## src/hdl/gfpw_pkg.sv

```systemverilog
package gfpw_pkg;

    localparam int MAX_RADIUS_DEF  = 7;
    localparam int COORD_BITS_DEF  = 12;
    localparam int QUEUE_DEPTH_DEF = 2;

    localparam int RAD_W     = 4;
    localparam int CFG_W     = 20;
    localparam int CFG_IDX_W = 2;

    localparam logic [CFG_IDX_W-1:0] CFG_IMAGE_WIDTH  = 2'd0;
    localparam logic [CFG_IDX_W-1:0] CFG_IMAGE_HEIGHT = 2'd1;
    localparam logic [CFG_IDX_W-1:0] CFG_RADIUS       = 2'd2;
    localparam logic [CFG_IDX_W-1:0] CFG_REGULARIZER  = 2'd3;

    localparam logic FUNC_START = 1'b0;
    localparam logic FUNC_STAT  = 1'b1;

    typedef struct packed {
        logic        func;
        logic [11:0] ref_row;
        logic [11:0] ref_col;
        logic [11:0] other_row;
        logic [11:0] other_col;
        logic [47:0] ref_color;
        logic [47:0] other_color;
        logic [47:0] window_mean;
        logic [59:0] cov_diagonal;
        logic [59:0] cov_cross;
    } in_item_t;

    typedef struct packed {
        logic signed [47:0] weight;
        logic               overflow_flag;
    } out_item_t;

    // one classified word handed from the front to the back
    typedef struct packed {
        logic             start;
        logic             counted;
        logic             last;
        logic [RAD_W-1:0] radius;
        logic [47:0]      ref_color;
        logic [47:0]      other_color;
        logic [47:0]      window_mean;
        logic [59:0]      cov_diagonal;
        logic [59:0]      cov_cross;
    } job_t;

    typedef struct packed {
        logic        start;
        logic [63:0] rem0;
        logic [63:0] num;
        logic [5:0]  pairs;
        logic [63:0] den;
    } div_req_t;

    // omega squared, (2r+1)^4
    function automatic logic [19:0] omega_sq(input logic [RAD_W-1:0] r);
        logic [4:0] s;
        logic [9:0] s2;
        s  = {r, 1'b1};
        s2 = 10'(s * s);
        return 20'(s2 * s2);
    endfunction

endpackage

```

## src/hdl/gfpw_front.sv

```systemverilog
module gfpw_front #(
    parameter int MAX_RADIUS = gfpw_pkg::MAX_RADIUS_DEF,
    parameter int COORD_BITS = gfpw_pkg::COORD_BITS_DEF
) (
    input  logic              aclk,
    input  logic              aresetn,
    input  logic              s_valid,
    output logic              s_ready,
    input  gfpw_pkg::in_item_t s_data,
    input  logic [12:0]       image_width,
    input  logic [12:0]       image_height,
    input  logic [2:0]        window_radius,
    output logic              job_valid,
    input  logic              job_ready,
    output gfpw_pkg::job_t    job
);

    localparam int XW = ((COORD_BITS > 13) ? COORD_BITS : 13) + 2;

    logic [COORD_BITS-1:0] ref_row_reg, ref_col_reg, oth_row_reg, oth_col_reg;
    logic [3:0]            mask_row_reg, mask_col_reg;

    logic [gfpw_pkg::RAD_W-1:0] rad;
    logic [4:0]                 twor;
    logic signed [XW-1:0]       ki, kj, rs, orw, ocl, hgt, wid;
    logic                       counted, last, accept;

    always_comb begin
        rad = ({1'b0, window_radius} > gfpw_pkg::RAD_W'(MAX_RADIUS))
            ? gfpw_pkg::RAD_W'(MAX_RADIUS) : {1'b0, window_radius};
        twor = {rad, 1'b0};
        rs   = $signed(XW'(rad));
        orw  = $signed(XW'(oth_row_reg));
        ocl  = $signed(XW'(oth_col_reg));
        hgt  = $signed(XW'(image_height));
        wid  = $signed(XW'(image_width));
        ki   = $signed(XW'(ref_row_reg)) + $signed(XW'(mask_row_reg)) - rs;
        kj   = $signed(XW'(ref_col_reg)) + $signed(XW'(mask_col_reg)) - rs;
        counted = (ki >= 0) && (ki < hgt) && (kj >= 0) && (kj < wid)
               && (ki + rs >= orw) && (ki <= orw + rs)
               && (kj + rs >= ocl) && (kj <= ocl + rs);
        last = ({1'b0, mask_row_reg} >= twor) && ({1'b0, mask_col_reg} >= twor);
    end

    assign s_ready   = job_ready;
    assign job_valid = s_valid;
    assign accept    = s_valid && job_ready;

    always_comb begin
        job.start        = (s_data.func == gfpw_pkg::FUNC_START);
        job.counted      = counted;
        job.last         = last;
        job.radius       = rad;
        job.ref_color    = s_data.ref_color;
        job.other_color  = s_data.other_color;
        job.window_mean  = s_data.window_mean;
        job.cov_diagonal = s_data.cov_diagonal;
        job.cov_cross    = s_data.cov_cross;
    end

    always_ff @(posedge aclk) begin
        if (!aresetn) begin
            ref_row_reg  <= '0;
            ref_col_reg  <= '0;
            oth_row_reg  <= '0;
            oth_col_reg  <= '0;
            mask_row_reg <= '0;
            mask_col_reg <= '0;
        end else if (accept) begin
            if (s_data.func == gfpw_pkg::FUNC_START) begin
                ref_row_reg  <= COORD_BITS'(s_data.ref_row);
                ref_col_reg  <= COORD_BITS'(s_data.ref_col);
                oth_row_reg  <= COORD_BITS'(s_data.other_row);
                oth_col_reg  <= COORD_BITS'(s_data.other_col);
                mask_row_reg <= '0;
                mask_col_reg <= '0;
            end else if (last) begin
                mask_row_reg <= '0;
                mask_col_reg <= '0;
            end else if ({1'b0, mask_col_reg} >= twor) begin
                mask_col_reg <= '0;
                mask_row_reg <= mask_row_reg + 1'b1;
            end else begin
                mask_col_reg <= mask_col_reg + 1'b1;
            end
        end
    end

endmodule

```

## config.mk

```make
export PLATFORM = sky130hd
export DESIGN_NAME = gfpw_front
export DESIGN_NICKNAME = d
export VERILOG_FILES = /design/src/hdl/gfpw_pkg.sv /design/src/hdl/gfpw_front.sv
export SDC_FILE = /design/constraint.sdc
export NUM_CORES = 1
export LEC_CHECK = 0
export BUFFER_PORTS_ARGS = -buffer_cell sky130_fd_sc_hd__buf_2
export CORE_AREA = 2 2 239 241
export CTS_BUF_LIST = sky130_fd_sc_hd__clkbuf_2 sky130_fd_sc_hd__clkbuf_4 sky130_fd_sc_hd__clkbuf_8
export CTS_CLUSTER_SIZE = 8
export DETAILED_ROUTE_END_ITERATION = 16
export DIE_AREA = 0 0 241 243
export HOLD_SLACK_MARGIN = 0.08
export RECOVER_POWER = 50
export SLEW_MARGIN = 25
export SYNTH_ARGS = -nofsm -noshare
export SYNTH_HDL_FRONTEND = slang
export SYNTH_SLANG_ARGS = --single-unit
```

## constraint.sdc

```tcl
create_clock -name aclk -period 17.54 [get_ports aclk]
set_clock_uncertainty 0.05 [all_clocks]
set_input_delay 3.508 -clock aclk [delete_from_list [all_inputs] [get_ports aclk]]
set_output_delay 3.508 -clock aclk [all_outputs]
set_load 0.05 [all_outputs]
```

# Yosys cells after proc, flatten, opt, wreduce, memory -nomap -nowiden

Cells that the tools add are included.

Muxes and demuxes: 6
Eq/ne operators: 1
Reduce and logical (&&, ||, !) cells: 11
Order comparisons: 10
Bitwise operators: 1
$add $sub $neg: 10

Operator list:

| cell                                                               | count |
|---|---|
| adder 14 x 4 -> 15 bit                                             | 2 |
| greater-or-equal comparator 15 x 13 -> 1 bit                       | 2 |
| greater-or-equal comparator 14 x 1 -> 1 bit, second input constant | 2 |
| <= comparator 14 bit                                               | 2 |
| < comparator 14 bit                                                | 2 |
| subtractor 13 x 3 -> 14 bit                                        | 2 |
| adder 12 x 3 -> 13 bit                                             | 2 |
| adder 12 x 4 -> 13 bit                                             | 2 |
| two-way mux 4 bit                                                  | 6 |
| logical AND 1 bit                                                  | 9 |
| adder 4 x 1 -> 4 bit, second input constant                        | 2 |
| greater-or-equal comparator 4 bit                                  | 2 |
| AND reduction 2 bit                                                | 2 |
| inequality test 3 x 1 -> 1 bit, second input constant              | 1 |
| inverter 1 bit                                                     | 1 |

Register bits: 56
Bits of input ports: 346
Output and inout bits: 273

# Longest topological paths before layout

Depth after elaboration: 10
Depth in mapped cells: 22
Gate-level depth less buffers: 21

# Worst setup path after synthesis

OpenSTA, ideal clock, no wires.

Path kind: input to output
From: in window_radius[1]
To: out job[269] (netlist name)
Cell stages on the path: 18
Arrival: 7,400 ps
Setup slack: 6,582 ps
Data required time: 13,982 ps
Path through: fa_1 inv_1 ha_1 a211oi_1 o21a_1 nor4_1 a211oi_2 xnor2_1 inv_1 ha_1 a211o_1 a211o_1 a41oi_1 o21ai_0 nor3_1 o2111ai_1 a221oi_1 buf_4

Longest elaborated chain between the ends: 9

Ends and longest elaborated chain:

| what                                                                           | RTL line         | source |
|---|---|---|
| from (decl)                                                                    | gfpw_front.sv:12 | `input logic [2:0] window_radius,` |
| parallel branches: the longest is 8 deep, another holds adder 14 x 4 -> 15 bit | n/a              |  |
| logical AND 1 bit *                                                            | gfpw_front.sv:41 | `&& (kj + rs >= ocl) && (kj <= ocl + rs);` |
| to (decl)                                                                      | gfpw_front.sv:15 | `output gfpw_pkg::job_t job` |

Mark *: on every way between the ends.

==> run_results.csv <==
group,metric,value,unit
outcome,outcome,"complete, but fails checks",
outcome,violations,"max-capacitance violations, max-slew violations",
timing,max_freq,0.08204,GHz
placed_design,io_buffers,89,
synth,ys_types,64,
synth,yosysTopAreaCell,"buf_4",
synth,syn_area_per_cell,7.661,um2
synth,synth_cells,1138,
clock_tree,cts_tree,"yes",
final_layout,final_layout_size_suffix_gt1_frac,0.1159,
timing,tns,0,ps
clock_tree,cts_hold_buffers,0,
detailed_routing,detail_route.wl_per_cell,16.84,um
setup_path,end_kind,"output pin",
setup_path,r2r_setup_slack,15410,ps
worst_hold_path,hold_start,"ref_row_reg[1]",
synth,ys_seq_area_frac,0.1286,
grt,grt_usage,0.09558,
run,cap_violations,1,
timing,final_max_slew_viol_count,49,
setup_path,start_kind,"input pin",
pwr,power_density,61.20,nW/um2
detailed_routing,wl,28760,um
final_layout,nFillCells,6508,
detailed_routing,drt_iter0_markers,254,
synth,synth_top_area_frac,0.2342,
clock_tree,cts_sinks,56,
timing,setup_violations,0,
setup_path,crit_slowest_cell,"fa_1",
setup_path,required,13980,ps
clock_tree,post_cts_resized,0,
timing,finalCriticalPeriod,12190,ps
timing,rsz0062_at_grt,"false",
final_layout,multi_input_area,5012,um2
placed_design,placed_cell_area,8028,um2
synth,ys_ff_latch,56,
grt,grt_pass1_vias,6329,
placed_design,gp_congestion,0.8371,
detailed_routing,vias_per_cell,3.752,
detailed_routing,drc,0,
setup_path,path_max_fanout,10,
clock_tree,cts.htree.levels,2,
final_layout,fin_util,0.1452,
setup_path,path_class,"input pin to output pin",
placed_design,place_ws,5620,ps
timing,min_period_over_period,0.6950,
pwr,peakVddDrop,31.98,uV
synth,synth.cell_area,8718,um2
synth,ys_async_sr_fraction,0,
clock_tree,clk_latency,360,ps
synth,yosys-top-cells-area,"buf_4, ha_1, dfxtp_1",
floorplanning,die_h,243,um
synth,synth_commonest_cells,"buf_4, inv_1, ha_1",
synth,yosysWarnings,0,
setup_path,cp_cell_sequence,"clkbuf_1, fa_1, fa_1, nor2b_1, o21a_1, o21ai_1, xnor2_1, inv_1, ha_1, a21oi_1, nor2b_1, or4_1, a221oi_1, o2111ai_1, a221oi_1, buf_2",
worst_hold_path,min_path_cells,2,
floorplanning,fp.coreArea,55950,um2
detailed_routing,drtAntennaViolNets,0,
detailed_routing,vias,6408,
grt,antenna_found_initial,7,
synth,synth.most_common_cell,"buf_4",
synth,ys.flop_type,"dfxtp_1",
setup_path,cp_slowest_stage_delay,560,ps
setup_path,rr_endpoint,"mask_row_reg[2]",
detailed_routing,firstDrtPassIters,4,
timing,hold_violations,0,
timing,relSlewSlack,-0.4430,
floorplanning,fp-row-count,87,
worst_hold_path,hold_end,"ref_row_reg[1]",
final_layout,nets,1430,
final_layout,regArea,1121,um2
floorplanning,die_w,241,um
synth,syn_nets,1620,
setup_path,r2r_start,"mask_col_reg[1]",
synth,synth_edf_count,0,
grt,grt_pass1_wl,41030,um
setup_path,reg2regPathDepth,10,
grt,grt_max_degree,51,
floorplanning,io_pins,619,
floorplanning,die_area,58560,um2
timing,tightest_slew,2165,ps
final_layout,design_area,8125,um2
placed_design,dp_hpwl,24970,um
setup_path,arrival,8630,ps
clock_tree,clockRootBuffer,"clkbuf_8",
worst_hold_path,holdCritPathClass,"flip-flop to flip-flop",
pwr,p_leak,3.348,nW
floorplanning,start_util,0.1558,
clock_tree,numCtsBuffers,5,
clock_tree,clk_pin_slew_worst_paths,120,ps
final_layout,syn_to_final_growth,-6.803,%
clock_tree,clk_path_buf_depth,2,
clock_tree,post-cts-setup-buffers,0,
grt,grt_overflow_total,0,
timing,setup_slack,5350,ps
power by group:
part / switching [mW] / leakage, nW / internal (mW)
Clock: 0.0543 / 0.0491 / 0.0297
Sequential: 0.00416 / 0.455 / 0.131
Combinational: 0.158 / 2.84 / 0.120
worst max-delay path: cells and delay by family:
family,cells,cell delay (ps)
AO/OA/AOI/OAI,6,1490
AND/OR/NAND/NOR,3,770
buffers and inverters,3,1090
XOR/XNOR,1,410
adder cells (fa/ha/maj),3,1350
cells in the final DEF (no fill, tap or decap), drive strengths merged, types with 7 or more instances in the layout:
| cell | netlist | final |
|---|---|---|
| inv | 130 | 132 |
| a211oi | 12 | 12 |
| clkbuf | 15 | 7 |
| nor3 | 13 | 13 |
| o21a | 10 | 10 |
| nor2b | 14 | 14 |
| xnor2 | 53 | 53 |
| o21ai | 22 | 22 |
| dfxtp | 56 | 56 |
| nand2 | 121 | 121 |
| fa | 10 | 10 |
| nand4 | 9 | 9 |
| a21o | 27 | 27 |
| buf | 273 | 89 |
| a21boi | 48 | 48 |
| ha | 126 | 126 |
| nor2 | 46 | 46 |
| nand3 | 17 | 17 |
| o211ai | 8 | 8 |
| nand2b | 12 | 12 |
| a21oi | 34 | 34 |
layout make-up:
type	count	share of cell area
Sequential cell	56	0.1380
Antenna cell	3	0.0009239
Clock buffer	5	0.008469
Multi-Input combinational cell	664	0.6169
Tap cell	756	0.1164
Inverter	130	0.06006
Timing Repair Buffer	91	0.05605
Clock inverter	3	0.003234
cells by family after synthesis:
| family | Yosys count | synth area share |
|---|---|---|
| AND/OR/NAND/NOR | 270 | 0.1470 |
| buffers and inverters | 418 | 0.2979 |
| other | 1 | 0.0004301 |
| XOR/XNOR | 59 | 0.05927 |
| AO/OA/AOI/OAI | 197 | 0.1619 |
| adder cells (fa/ha/maj) | 136 | 0.2038 |
| flip-flops | 56 | 0.1286 |
| multiplexers | 1 | 0.001148 |
worst max-delay path by stage:
stage          endpoint  slack [ps]  cells past startpoint              from
2_1_floorplan  job[269]        6580                     18  window_radius[1]
3_3_place_gp   job[269]        5660                     17  window_radius[1]
4_1_cts        job[269]        5610                     16  window_radius[1]
5_1_grt        job[269]        4940                     17  window_radius[1]
6_report       job[269]        5350                     16  window_radius[1]
3_5_place_dp   job[269]        5620                     16  window_radius[1]
metrics by stage:
stage	instances	hold WS [ps]	total power, mW
5_1_grt	1706	447.6	0.5487
4_1_cts	1705	414.4	0.5068
6_report	1708	423.5	0.4973
2_1_floorplan	1138	385.1	0.5039
3_5_place_dp	1697	396.5	0.4178
3_3_place_gp	1697	396.4	0.4165
layer usage:
| metal | global-route usage | up-vias | part of all wire |
|---|---|---|---|
| li1 | - | 3140 | - |
| met1 | 0.1099 | 2855 | 0.40 |
| met2 | 0.1435 | 283 | 0.43 |
| met3 | 0.03821 | 124 | 0.10 |
| met4 | 0.06718 | 6 | 0.068 |
| met5 | 0 | - | 0.0014 |
(Power assumes the default switching activity.)
