<file path="config.mk">
export PLATFORM = sky130hd
export DESIGN_NAME = gfpw_fifo
export DESIGN_NICKNAME = d
export VERILOG_FILES = /design/src/hdl/gfpw_fifo.sv
export SDC_FILE = /design/constraint.sdc
export NUM_CORES = 1
export LEC_CHECK = 0
export BUFFER_PORTS_ARGS = -buffer_cell sky130_fd_sc_hd__buf_2
export CAP_MARGIN = 40
export CORE_MARGIN = 3
export CORE_UTILIZATION = 40
export DETAILED_ROUTE_END_ITERATION = 10
export HOLD_SLACK_MARGIN = 0.05
export PLACE_DENSITY = 0.66
export SLEW_MARGIN = 20
export SYNTH_ARGS = -nofsm -noshare
export SYNTH_HDL_FRONTEND = slang
export SYNTH_SLANG_ARGS = --single-unit
</file>
<file path="constraint.sdc">
create_clock -name aclk -period 2.15 [get_ports aclk]
set_clock_uncertainty 0.15 [all_clocks]
set_input_delay 0 -clock aclk [delete_from_list [all_inputs] [get_ports aclk]]
set_output_delay 0 -clock aclk [all_outputs]
set_load 0.01 [all_outputs]
</file>
<file path="src/hdl/gfpw_fifo.sv">
module gfpw_fifo #(
    parameter int W     = 8,
    parameter int DEPTH = 2
) (
    input  logic         aclk,
    input  logic         aresetn,
    input  logic         wr_valid,
    output logic         wr_ready,
    input  logic [W-1:0] wr_data,
    output logic         rd_valid,
    input  logic         rd_ready,
    output logic [W-1:0] rd_data
);

    localparam int PW = (DEPTH > 1) ? $clog2(DEPTH) : 1;
    localparam int CW = $clog2(DEPTH + 1);

    logic [W-1:0]  mem_reg [DEPTH];
    logic [PW-1:0] wr_ptr_reg, rd_ptr_reg;
    logic [CW-1:0] count_reg;
    logic          do_wr, do_rd;

    assign wr_ready = (count_reg != CW'(DEPTH));
    assign rd_valid = (count_reg != '0);
    assign rd_data  = mem_reg[rd_ptr_reg];
    assign do_wr    = wr_valid && wr_ready;
    assign do_rd    = rd_valid && rd_ready;

    always_ff @(posedge aclk) begin
        if (do_wr) begin
            mem_reg[wr_ptr_reg] <= wr_data;
        end
    end

    always_ff @(posedge aclk) begin
        if (!aresetn) begin
            wr_ptr_reg <= '0;
            rd_ptr_reg <= '0;
            count_reg  <= '0;
        end else begin
            if (do_wr) begin
                wr_ptr_reg <= (wr_ptr_reg == PW'(DEPTH - 1)) ? '0 : wr_ptr_reg + 1'b1;
            end
            if (do_rd) begin
                rd_ptr_reg <= (rd_ptr_reg == PW'(DEPTH - 1)) ? '0 : rd_ptr_reg + 1'b1;
            end
            if (do_wr && !do_rd) begin
                count_reg <= count_reg + 1'b1;
            end else if (do_rd && !do_wr) begin
                count_reg <= count_reg - 1'b1;
            end
        end
    end

endmodule

</file>
== Yosys cells after proc, flatten, opt, wreduce, memory -nomap -nowiden ==
Memories as Yosys holds them, arrays and structs flattened. A register that Yosys moved wholly into a read port is not among the register bits.
Cells that the tools add are included.
Storage, ports and cells
  bits in writable memories: 16
  memories kept: 1
  bits of input ports: 12
  word-level logic and storage cells: 25
  register bits: 4
  output and inout bits: 10
Memories
  mem_reg: depth 2, bits a word 8, read ports 1, clocked after memory_dff 1, wr ports 1, line 18  | logic [W-1:0] mem_reg [DEPTH];
Cells by class
  muxes and demuxes: 8
  $add $sub $neg: 4
  reduce and logical (&&, ||, !) cells: 8
  equal/unequal tests: 1
Operators with widths (number)
  two-way mux 1 bit: 6
  logical AND 1 bit: 4
  two-way mux 2 bit: 2
  nonzero test 2 bit: 2
  adder 1 bit (second input constant): 2
  adder 2 x 1 -> 2 bit (second input constant): 1
  zero test 1 bit: 2
  != test 2 bit (second input constant): 1
  subtractor 2 x 1 -> 2 bit (second input constant): 1

== Depth between registers and ports, before layout ==
Gate-level depths: netlist of run 1.
  word-level depth: 6
  gate-level depth with buffers: 6
  depth with buffers taken out: 6

== Worst setup path before layout of run 1 ==
Ideal clock, no wire load.
  path type: flip-flop to flip-flop
  start point: reg count_reg[0]
  end point: reg count_reg[1]
  path slack: 0.501 ns
  clock period less this slack: 1.649 ns
  arrival time: 1.429 ns
  library setup time: 0.070 ns
  data required time: 1.930 ns
  buffers on the path: 0
  stages on the path, launching flop included: 6
  cell sequence: dfxtp_1 -> nand2b_4 -> and2_1 -> ha_1 -> or3_1 -> a21oi_1
Between the ends
  cells in the longest elaborated chain, start to end: 5
  elaborated cells between the ends (all ways): 13
  those cells by class: add/sub (2); eq/ne (1); mux (2); reduce/logical (8)
RTL lines
  from (decl): line 20  | logic [CW-1:0] count_reg;
  from (signal assigned): line 48  | count_reg <= count_reg + 1'b1;
  from (signal assigned): line 50  | count_reg <= count_reg - 1'b1;
  != test 2 bit *: line 23  | assign wr_ready = (count_reg != CW'(DEPTH));
  net wr_ready: line 8  | output logic wr_ready,
  logical AND 1 bit *: line 26  | assign do_wr = wr_valid && wr_ready;
  zero test 1 bit: line 49  | end else if (do_rd && !do_wr) begin
  logical AND 1 bit: line 49
  nonzero test 2 bit (no source line)
Mark *: on every way through the listed nets, which the timed path passes. The rest lies on a longest branch. The select of a mux whose other input is x is not followed.
A chain may end at the register's enable or synchronous reset.

==> flow_summary.yaml, run 1 <==
power_and_ir_drop:
  ir_drop_v: 0.0005778
  power.leakage_nw: 0.4393
  p_per_area_nw_per_um2: 1007
clock_network:
  post_cts_resized: 0
  cts.clk_slew.worst_paths_ns: 0.10
  cts_tree: "yes"
  cts_made_buffers: 3
  clkLatencyLatePin_ns: 0.29
  cts.sinks: 21
  cts_buffer_depth: 2
  cts_root_buf: "clkbuf_4"
  htree_levels: 1
worst_hold_path:
  hp-class: "input port to flip-flop"
logic_synthesis:
  ys_ff_latch: 21
  synthArstFlopShare_pct: 0
  synth_warnings: 0
  syn-mean-instance-area_um2: 16.19
  synth_top_area_share_pct: 59.35
  synth_fp_nets: 63
  synth_ff_type: "edfxtp_1"
  synth_most_common_cell: "edfxtp_1"
  synth_area_leader_cell: "edfxtp_1"
  synth.area.top_cells: "edfxtp_1 (59%), dfxtp_1 (12%), mux2_2 (11%)"
  synthCells: 50
  synth_edf_count: 16
  ys_seq_area_share_pct: 71.72
  yosysUniqueCellTypes: 17
  synth_area_um2: 809.5
  synth_top_cells_by_count: "edfxtp_1 (16), mux2_2 (8), dfxtp_1 (5), nor2_1 (3), xor2_1 (3)"
outcome:
  outcome: "complete, no violations"
sta:
  setup_viol: 0
  finalSetupTns_ns: 0
  rsz0062_at_grt: "false"
  tightest_slew_ns: 0.3844
  worst_hold_slack_ns: 0.2780
  slew_violations: 0
  fin_crit_sh_pct: 81.14
  fin_crit_ns: 1.745
  max_freq_mhz: 573.2
  hold_violations: 0
  slew-limit-headroom_pct: 74.37
worst_setup_path:
  crit_fanout: 5
  worstPathCellList: "o21ai_0 > xor2_1 > nor2_1 > dlygate4sd3_1"
  cp.arrival_ns: 1.78
  required_ns: 2.19
  endpoint_kind: "flip-flop"
  slowest_delay_ns: 0.54
  cp-start-kind: "flip-flop"
  crit_slowest_cell: "dlygate4sd3_1"
  criticalPathCategory: "flip-flop to flip-flop"
flow_run:
  max_cap_viol_count: 0
global_routing:
  grt_max_degree: 12
  grt_usage_pct: 11.24
  grt_pass1_vias: 517
  grt_pass1_wl_um: 2132
  antenna_found_initial: 0
  overflow: 0
placed_design:
  portBuffers: 21
  place_hpwl_um: 860
  gp_congestion: 0.6787
routing:
  avgRoutedWirePerCell_um: 11.38
  drc: 0
  wl_um: 1263
  avgViaCountPerCell: 4.604
  drt-pass1-iter-count: 2
  via_count: 511
  final_antenna_net_count: 0
  drt_iter0_markers: 6
floorplanning:
  die_area_um2: 2599
  ios: 22
  die_y_um: 50.99
  core_um2: 1821
  die_w_um: 50.99
  num_rows: 15
  start_util_pct: 44.47
cells_and_area:
  area_growth_pct: 34.31
  num_antenna_cells: 0
  register_area_um2: 580.6
  largest_reg_flops: 16
  fin_nets: 100
  final.fill_count: 168
  multi_input_area_um2: 216.5
  drive_gt1_share_pct: 40.70
[path summary, 6_finish.rpt]
check | cells past startpoint | to | from | slack, ns
max | 4 | flip-flop | count_reg[0] | 0.41
min | 2 | mem_reg[0][6] | wr_data[6] | 0.28
max reg2reg | 4 | flip-flop | count_reg[0] | 0.41
min reg2reg | 2 | rd_ptr_reg | rd_ptr_reg | 0.39
[final cells by class]
class / instances / share of cell area [%]
clock buffers: 4 / 2.417
inverters: 2 / 0.6905
multi-input cells: 26 / 19.91
flip-flops and latches: 21 / 53.39
well taps: 25 / 2.877
repair buffers: 33 / 20.71
[worst max-delay path, delay by kind of cell, from the launching register on]
family | cells | cell delay [ns]
buffers and inverters | 1 | 0.54
DFF | 1 | 0.37
AOI/OAI and AO/OA | 1 | 0.31
xor gates and xnor gates | 1 | 0.23
and+or+nand+nor | 1 | 0.05
[cells by family (layout without fill, tap and decap cells)]
kind of cell / after synthesis / after routing / synth area share [%]
compound gates: 5 / 5 / 3.710
xor+xnor: 3 / 3 / 3.246
fa+ha+maj: 1 / 1 / 1.545
buf+inv: 3 / 39 / 1.545
flops: 21 / 21 / 71.72
mux: 8 / 8 / 11.13
simple gates: 9 / 9 / 7.112
[repair_timing]
action,CTS,global route
setup endpoints to repair,0,0
setup buffers,0,0
endpoints found under the hold margin,21,0
hold buffers,12,0
[layout by cell type (no fill, tap or decap), drive strengths merged, types with 2 or more instances in the layout]
master	n
buf	21
edfxtp	16
dlygate4sd3	12
mux2	8
dfxtp	5
clkbuf	4
xor2	3
nor2	3
inv	2
o21ai	2
a21oi	2
[metrics by stage]
step	setup WS [ns]	cells	utilization, %	cell area, um2	power, mW
after CTS	0.3906	111	59.73	1087	1.110
final	0.4054	111	59.73	1087	1.095
after floorplan	0.5010	50	-	809.5	0.7982
after global routing	0.3036	111	59.73	1087	1.173
after global placement	0.4961	95	51.68	940.9	0.8958
after detailed placement	0.4419	95	51.68	940.9	0.9084
[per-layer routing]
layer	share of wire, %	track usage (%)
met5	0	0
met4	1.7	5.381
met3	3.5	2.624
met2	53	20.82
met1	42	11.74
[power breakdown]
part / total [mW] / internal [mW] / leakage [nW] / switching, mW
Sequential: 0.568 / 0.515 / 0.191 / 0.0535
Clock: 0.175 / 0.0721 / 0.0150 / 0.103
Combinational: 0.351 / 0.191 / 0.234 / 0.160
Total: 1.09 / 0.778 / 0.439 / 0.317
Note: power is estimated with default switching activity, not from simulation.
==> run 2, diff against run 1 <==
--- a/config.mk
+++ b/config.mk
@@ -11,7 +11,7 @@
 export CORE_UTILIZATION = 40
 export DETAILED_ROUTE_END_ITERATION = 10
 export HOLD_SLACK_MARGIN = 0.05
-export PLACE_DENSITY = 0.66
+export PLACE_DENSITY = 0.68
 export SLEW_MARGIN = 20
 export SYNTH_ARGS = -nofsm -noshare
 export SYNTH_HDL_FRONTEND = slang
==> constraint.sdc (replaced) <==
create_clock -name aclk -period 1.6 [get_ports aclk]
set_clock_uncertainty 0.15 [all_clocks]
set_input_delay 0 -clock aclk [delete_from_list [all_inputs] [get_ports aclk]]
set_output_delay 0 -clock aclk [all_outputs]
set_load 0.01 [all_outputs]
==> run 2 against run 1 <==
Net effect:
- the run now ends with setup timing left
- non-clock buffer count grew 4
- wire length grew 8.8%
- cell count grew 3.6%
- sequential share of layout area shrank 3.0 points
- sequential power grew 36%
- first-iteration DRC count shrank 33%
- sequential cell count is the same
- via count grew 2.0%
- maximum frequency grew 8.5%
- count of clock-buffer cells in the layout shrank 1
- setup slack lost 0.41 ns
- die area is the same
==> flow_summary.yaml, run 2 (same netlist as run 1, synthesis figures left out) <==
power_and_ir_drop:
  power.leakage_nw: 0.4689
  p_sw_share_pct: 29.47
  p_per_area_nw_per_um2: 1379
  p_int_mw: 1.133
  pwr-share-comb_pct: 36.7
  clkPwrFrac_pct: 15.1
  totalPowerFinal_mw: 1.606
  ir_drop_v: 0.0009116
  p_sw_mw: 0.4732
  seqPwrFrac_pct: 48.3
cells_and_area:
  final_area_um2: 1165
  mostFrequentLayoutCells: "buf_2 (21), edfxtp_1 (16), dlygate4sd3_1 (11)"
  area_growth_pct: 43.90
  final.fill_count: 153
  num_antenna_cells: 0
  instances_no_fill: 115
  drive_gt1_share_pct: 54.44
  fin_nets: 104
  register_area_um2: 586.8
  multi_input_area_um2: 246.5
  layout_commonest_cell: "buf_2"
  largest_reg_flops: 16
worst_setup_path:
  slowest_delay_ns: 0.37
  crit_slowest_cell: "dfxtp_4"
  cp-start-kind: "flip-flop"
  crit_fanout: 4
  criticalPathCategory: "flip-flop to flip-flop"
  worstPathCellList: "nand2b_4 > and2_4 > ha_4 > xor2_2 > or3_1 > a21oi_2"
  required_ns: 1.68
  cp_top_family: "simple AND/OR/NAND/NOR gates"
  reg2reg_setup_slack_ns: -0.007
  endpoint_kind: "flip-flop"
  crit_buf_inv: 0
  cp.arrival_ns: 1.69
clock_network:
  cts_tree: "yes"
  cts_root_buf: "clkbuf_4"
  cts.sinks: 21
  cts_buffer_depth: 2
  htree_levels: 1
  cts_made_buffers: 3
  clkLatencyLatePin_ns: 0.29
  cts.clk_slew.worst_paths_ns: 0.11
floorplanning:
  die_area_um2: 2599
  start_util_pct: 44.47
  ios: 22
  die_y_um: 50.99
  die_w_um: 50.99
  num_rows: 15
  core_um2: 1821
sta:
  max_freq_mhz: 622.1
  fin_crit_sh_pct: 100.5
  setup_viol: 1
  fin_crit_ns: 1.607
  layout_setup_ws_ns: -0.007456
  hold_violations: 0
  slew_violations: 0
  slew-limit-headroom_pct: 77.64
  tightest_slew_ns: 0.3351
  rsz0062_at_grt: "true"
global_routing:
  grt_pass1_wl_um: 2470
  overflow: 0
  grt_max_degree: 13
  grt_pass1_vias: 571
  grt_usage_pct: 12.92
  antenna_found_initial: 0
placed_design:
  place_hpwl_um: 921.9
  gp_congestion: 0.6145
  place_ws_ns: -0.01780
  portBuffers: 21
  dp.cells: 98
  placed_cell_area_um2: 989.7
outcome:
  violations: "setup timing"
  outcome: "finished, violations left"
routing:
  via_count: 521
  wl_um: 1374
  avgViaCountPerCell: 4.530
  drt-pass1-iter-count: 4
  drt_iter0_markers: 4
  avgRoutedWirePerCell_um: 11.95
  final_antenna_net_count: 0
  drc: 0
flow_run:
  max_cap_viol_count: 0
worst_hold_path:
  hp-class: "input port to flip-flop"
[run 2: final timing paths]
| path | start | end | cells after the start |
|---|---|---|---|
| hold / removal | wr_data[4] | mem_reg[0][4] | 2 |
| hold reg to reg | rd_ptr_reg | rd_ptr_reg | 2 |
| setup / recovery | count_reg[0] | count_reg[1] | 6 |
| setup reg to reg | count_reg[0] | count_reg[1] | 6 |
[run 2: stage by stage]
step	util (%)	setup TNS (ns)	hold WS, ns
2_1_floorplan	-	0	-0.05113
3_3_place_gp	54.36	0	0.03955
3_5_place_dp	54.36	-0.01780	0.04186
4_1_cts	63.30	0	0.2619
5_1_grt	63.99	-0.05022	0.2651
6_report	63.99	-0.007456	0.2663
[run 2: worst reg2reg max path: stages (launching register included)]
cell and delay (ns):
dfxtp_4 0.37, nand2b_4 0.14, and2_4 0.16, ha_4 0.15, xor2_2 0.14, or3_1 0.33
a21oi_2 0.12
[run 2: cell type report]
class                   instances  share of cell area, %
clock buffers                   3                  1.933
inverters                       2                 0.6445
well taps                      25                  2.685
multi-input cells              26                  21.16
repair buffers                 37                  22.77
clock inverters                 1                 0.4296
flip-flops and latches         21                  50.38
[run 2: power by group through the flow]
stage	registers [mW]	logic (mW)	clock network, mW
final	0.775	0.589	0.242
after global routing	0.790	0.651	0.278
after CTS	0.774	0.571	0.254
after detailed placement	0.781	0.502	0
after global placement	0.776	0.486	0
after floorplan	0.744	0.351	0
[run 2: timing repair]
item / in CTS / in global routing
setup endpoints to repair: 1 / 2
setup buffers: 2 / 0
pin swaps: 1 / 0
hold buffers: 11 / 0
endpoints found under the hold margin: 22 / 0
gates resized for setup: 4 / 3
[run 2: per-layer routing]
metal	up-vias	track usage, %	share of wire [%]
li1	261	-	-
met1	242	14.77	42
met2	16	22.10	52
met3	2	3.207	5.2
met4	0	6.726	1.0
met5	-	0	0
==> run 3, diff against run 2 <==
--- a/config.mk
+++ b/config.mk
@@ -5,13 +5,14 @@
 export SDC_FILE = /design/constraint.sdc
 export NUM_CORES = 1
 export LEC_CHECK = 0
-export BUFFER_PORTS_ARGS = -buffer_cell sky130_fd_sc_hd__buf_2
 export CAP_MARGIN = 40
 export CORE_MARGIN = 3
 export CORE_UTILIZATION = 40
 export DETAILED_ROUTE_END_ITERATION = 10
+export DONT_BUFFER_PORTS = 1
 export HOLD_SLACK_MARGIN = 0.05
-export PLACE_DENSITY = 0.68
+export PLACE_DENSITY = 0.61
+export SETUP_SLACK_MARGIN = 0.05
 export SLEW_MARGIN = 20
 export SYNTH_ARGS = -nofsm -noshare
 export SYNTH_HDL_FRONTEND = slang
==> run 3 against run 2 <==
Net effect:
- maximum frequency grew 2.1%
- combinational power fell by 25%
- clock power is essentially flat
- non-clock buffer count fell by 25
- global-route usage fell by 2.0 points
- wire length down 13%
- sequential power about the same
- the run ends with hold timing left
- critical path depth stayed put
- count of clock-buffer cells in the layout rose by 1
- via count fell by 18%
- largest power group unchanged
- cell area shrank 13%
- total power shrank 9.4%
==> flow_summary.yaml, run 3 (same netlist as run 1, synthesis figures left out) <==
placed_design:
  placed_cell_area_um2: 887.1
  place_ws_ns: -0.009627
  portBuffers: 0
  place_hpwl_um: 844.5
  gp_congestion: 0.7140
cells_and_area:
  fin_nets: 79
  final_area_um2: 1008
  mostFrequentLayoutCells: "edfxtp_1 (16), dlygate4sd3_1 (9), mux2_2 (8)"
  layout_commonest_cell: "edfxtp_1"
  drive_gt1_share_pct: 35.38
  multi_input_area_um2: 235.2
  num_antenna_cells: 0
  register_area_um2: 583.1
  largest_reg_flops: 16
  area_growth_pct: 24.58
  final.fill_count: 173
routing:
  via_count: 427
  drc: 0
  drt_iter0_markers: 9
  avgRoutedWirePerCell_um: 13.27
  avgViaCountPerCell: 4.744
  wl_um: 1194
  drt-pass1-iter-count: 2
  final_antenna_net_count: 0
power_and_ir_drop:
  power.leakage_nw: 0.3628
  totalPowerFinal_mw: 1.456
  p_per_area_nw_per_um2: 1443
  ir_drop_v: 0.0006539
clock_network:
  htree_levels: 1
  cts.clk_slew.worst_paths_ns: 0.11
  cts.sinks: 21
  cts-hold-fix-buffers: 9
  clkLatencyLatePin_ns: 0.29
  cts_tree: "yes"
  cts_buffer_depth: 2
  cts_made_buffers: 3
  cts_root_buf: "clkbuf_4"
sta:
  slew_violations: 0
  worst_hold_slack_ns: -0.2438
  setup_viol: 0
  fin_crit_sh_pct: 98.35
  rsz0062_at_grt: "true"
  slew-limit-headroom_pct: 76.48
  hold_violations: 5
  tightest_slew_ns: 0.3523
  max_freq_mhz: 635.5
  fin_crit_ns: 1.574
  layout_setup_ws_ns: 0.02636
flow_run:
  max_cap_viol_count: 0
floorplanning:
  core_um2: 1821
  ios: 22
  die_w_um: 50.99
  num_rows: 15
  die_y_um: 50.99
  start_util_pct: 44.47
  die_area_um2: 2599
global_routing:
  grt_usage_pct: 10.92
  antenna_found_initial: 0
  grt_pass1_vias: 470
  grt_max_degree: 12
  grt_pass1_wl_um: 2090
  overflow: 0
worst_setup_path:
  crit_slowest_cell: "dfxtp_2"
  crit_buf_inv: 0
  endpoint_kind: "flip-flop"
  cp.arrival_ns: 1.65
  crit_fanout: 5
  criticalPathCategory: "flip-flop to flip-flop"
  cp-start-kind: "flip-flop"
  worstPathCellList: "nand2b_4 > and2_4 > ha_4 > xor2_1 > or3_1 > a21oi_1"
  required_ns: 1.68
  cp_top_family: "simple AND/OR/NAND/NOR gates"
  slowest_delay_ns: 0.37
worst_hold_path:
  hp-class: "input port to flip-flop"
outcome:
  violations: "hold timing"
  outcome: "finished, violations left"
## run 3: cell type report
cell class / instances / share of cell area, %
Inverter: 2 / 0.7444
Timing Repair Buffer: 12 / 12.41
Sequential cell: 21 / 57.82
Multi-Input combinational cell: 26 / 23.33
Tap cell: 25 / 3.102
Clock buffer: 4 / 2.605
## run 3: through the flow
stage               hold WS (ns)  utilization [%]  instances  setup TNS [ns]
finish                   -0.2438            55.40         90               0
global route             -0.2361            55.40         90        -0.05883
CTS                      -0.2423            55.40         90               0
detailed placement      -0.05103            48.73         77       -0.009627
global placement        -0.05104            48.73         77               0
floorplan               -0.05113                -         50               0
## run 3: final timing paths
kind,from,to,slack [ns],cells past startpoint
worst min-delay path,aresetn,count_reg[0],-0.24,2
worst min register to register,rd_ptr_reg,flip-flop,0.37,2
worst max register to register,count_reg[0],count_reg[1],0.03,6
worst max-delay path,count_reg[0],count_reg[1],0.03,6
## run 3: what timing repair did
| action | CTS | global route |
|---|---|---|
| endpoints found under the setup margin | 1 | 9 |
| resized for setup | 2 | 1 |
| endpoints found under the hold margin | 37 | 5 |
| pin swaps | 0 | 0 |
| buffers inserted | 0 | 0 |
## run 3: per-layer routing
metal	part of all wire, %	GRT usage [%]	wire, um
met4	0	4.036	0
met2	51	19.31	609
met1	45	12.29	533
met3	4.3	3.207	51
met5	0	0	0
## run 3: power breakdown
group	leakage (nW)	internal, mW	switching, mW
Combinational	0.156	0.236	0.204
Sequential	0.191	0.696	0.0775
Clock	0.0150	0.0969	0.146
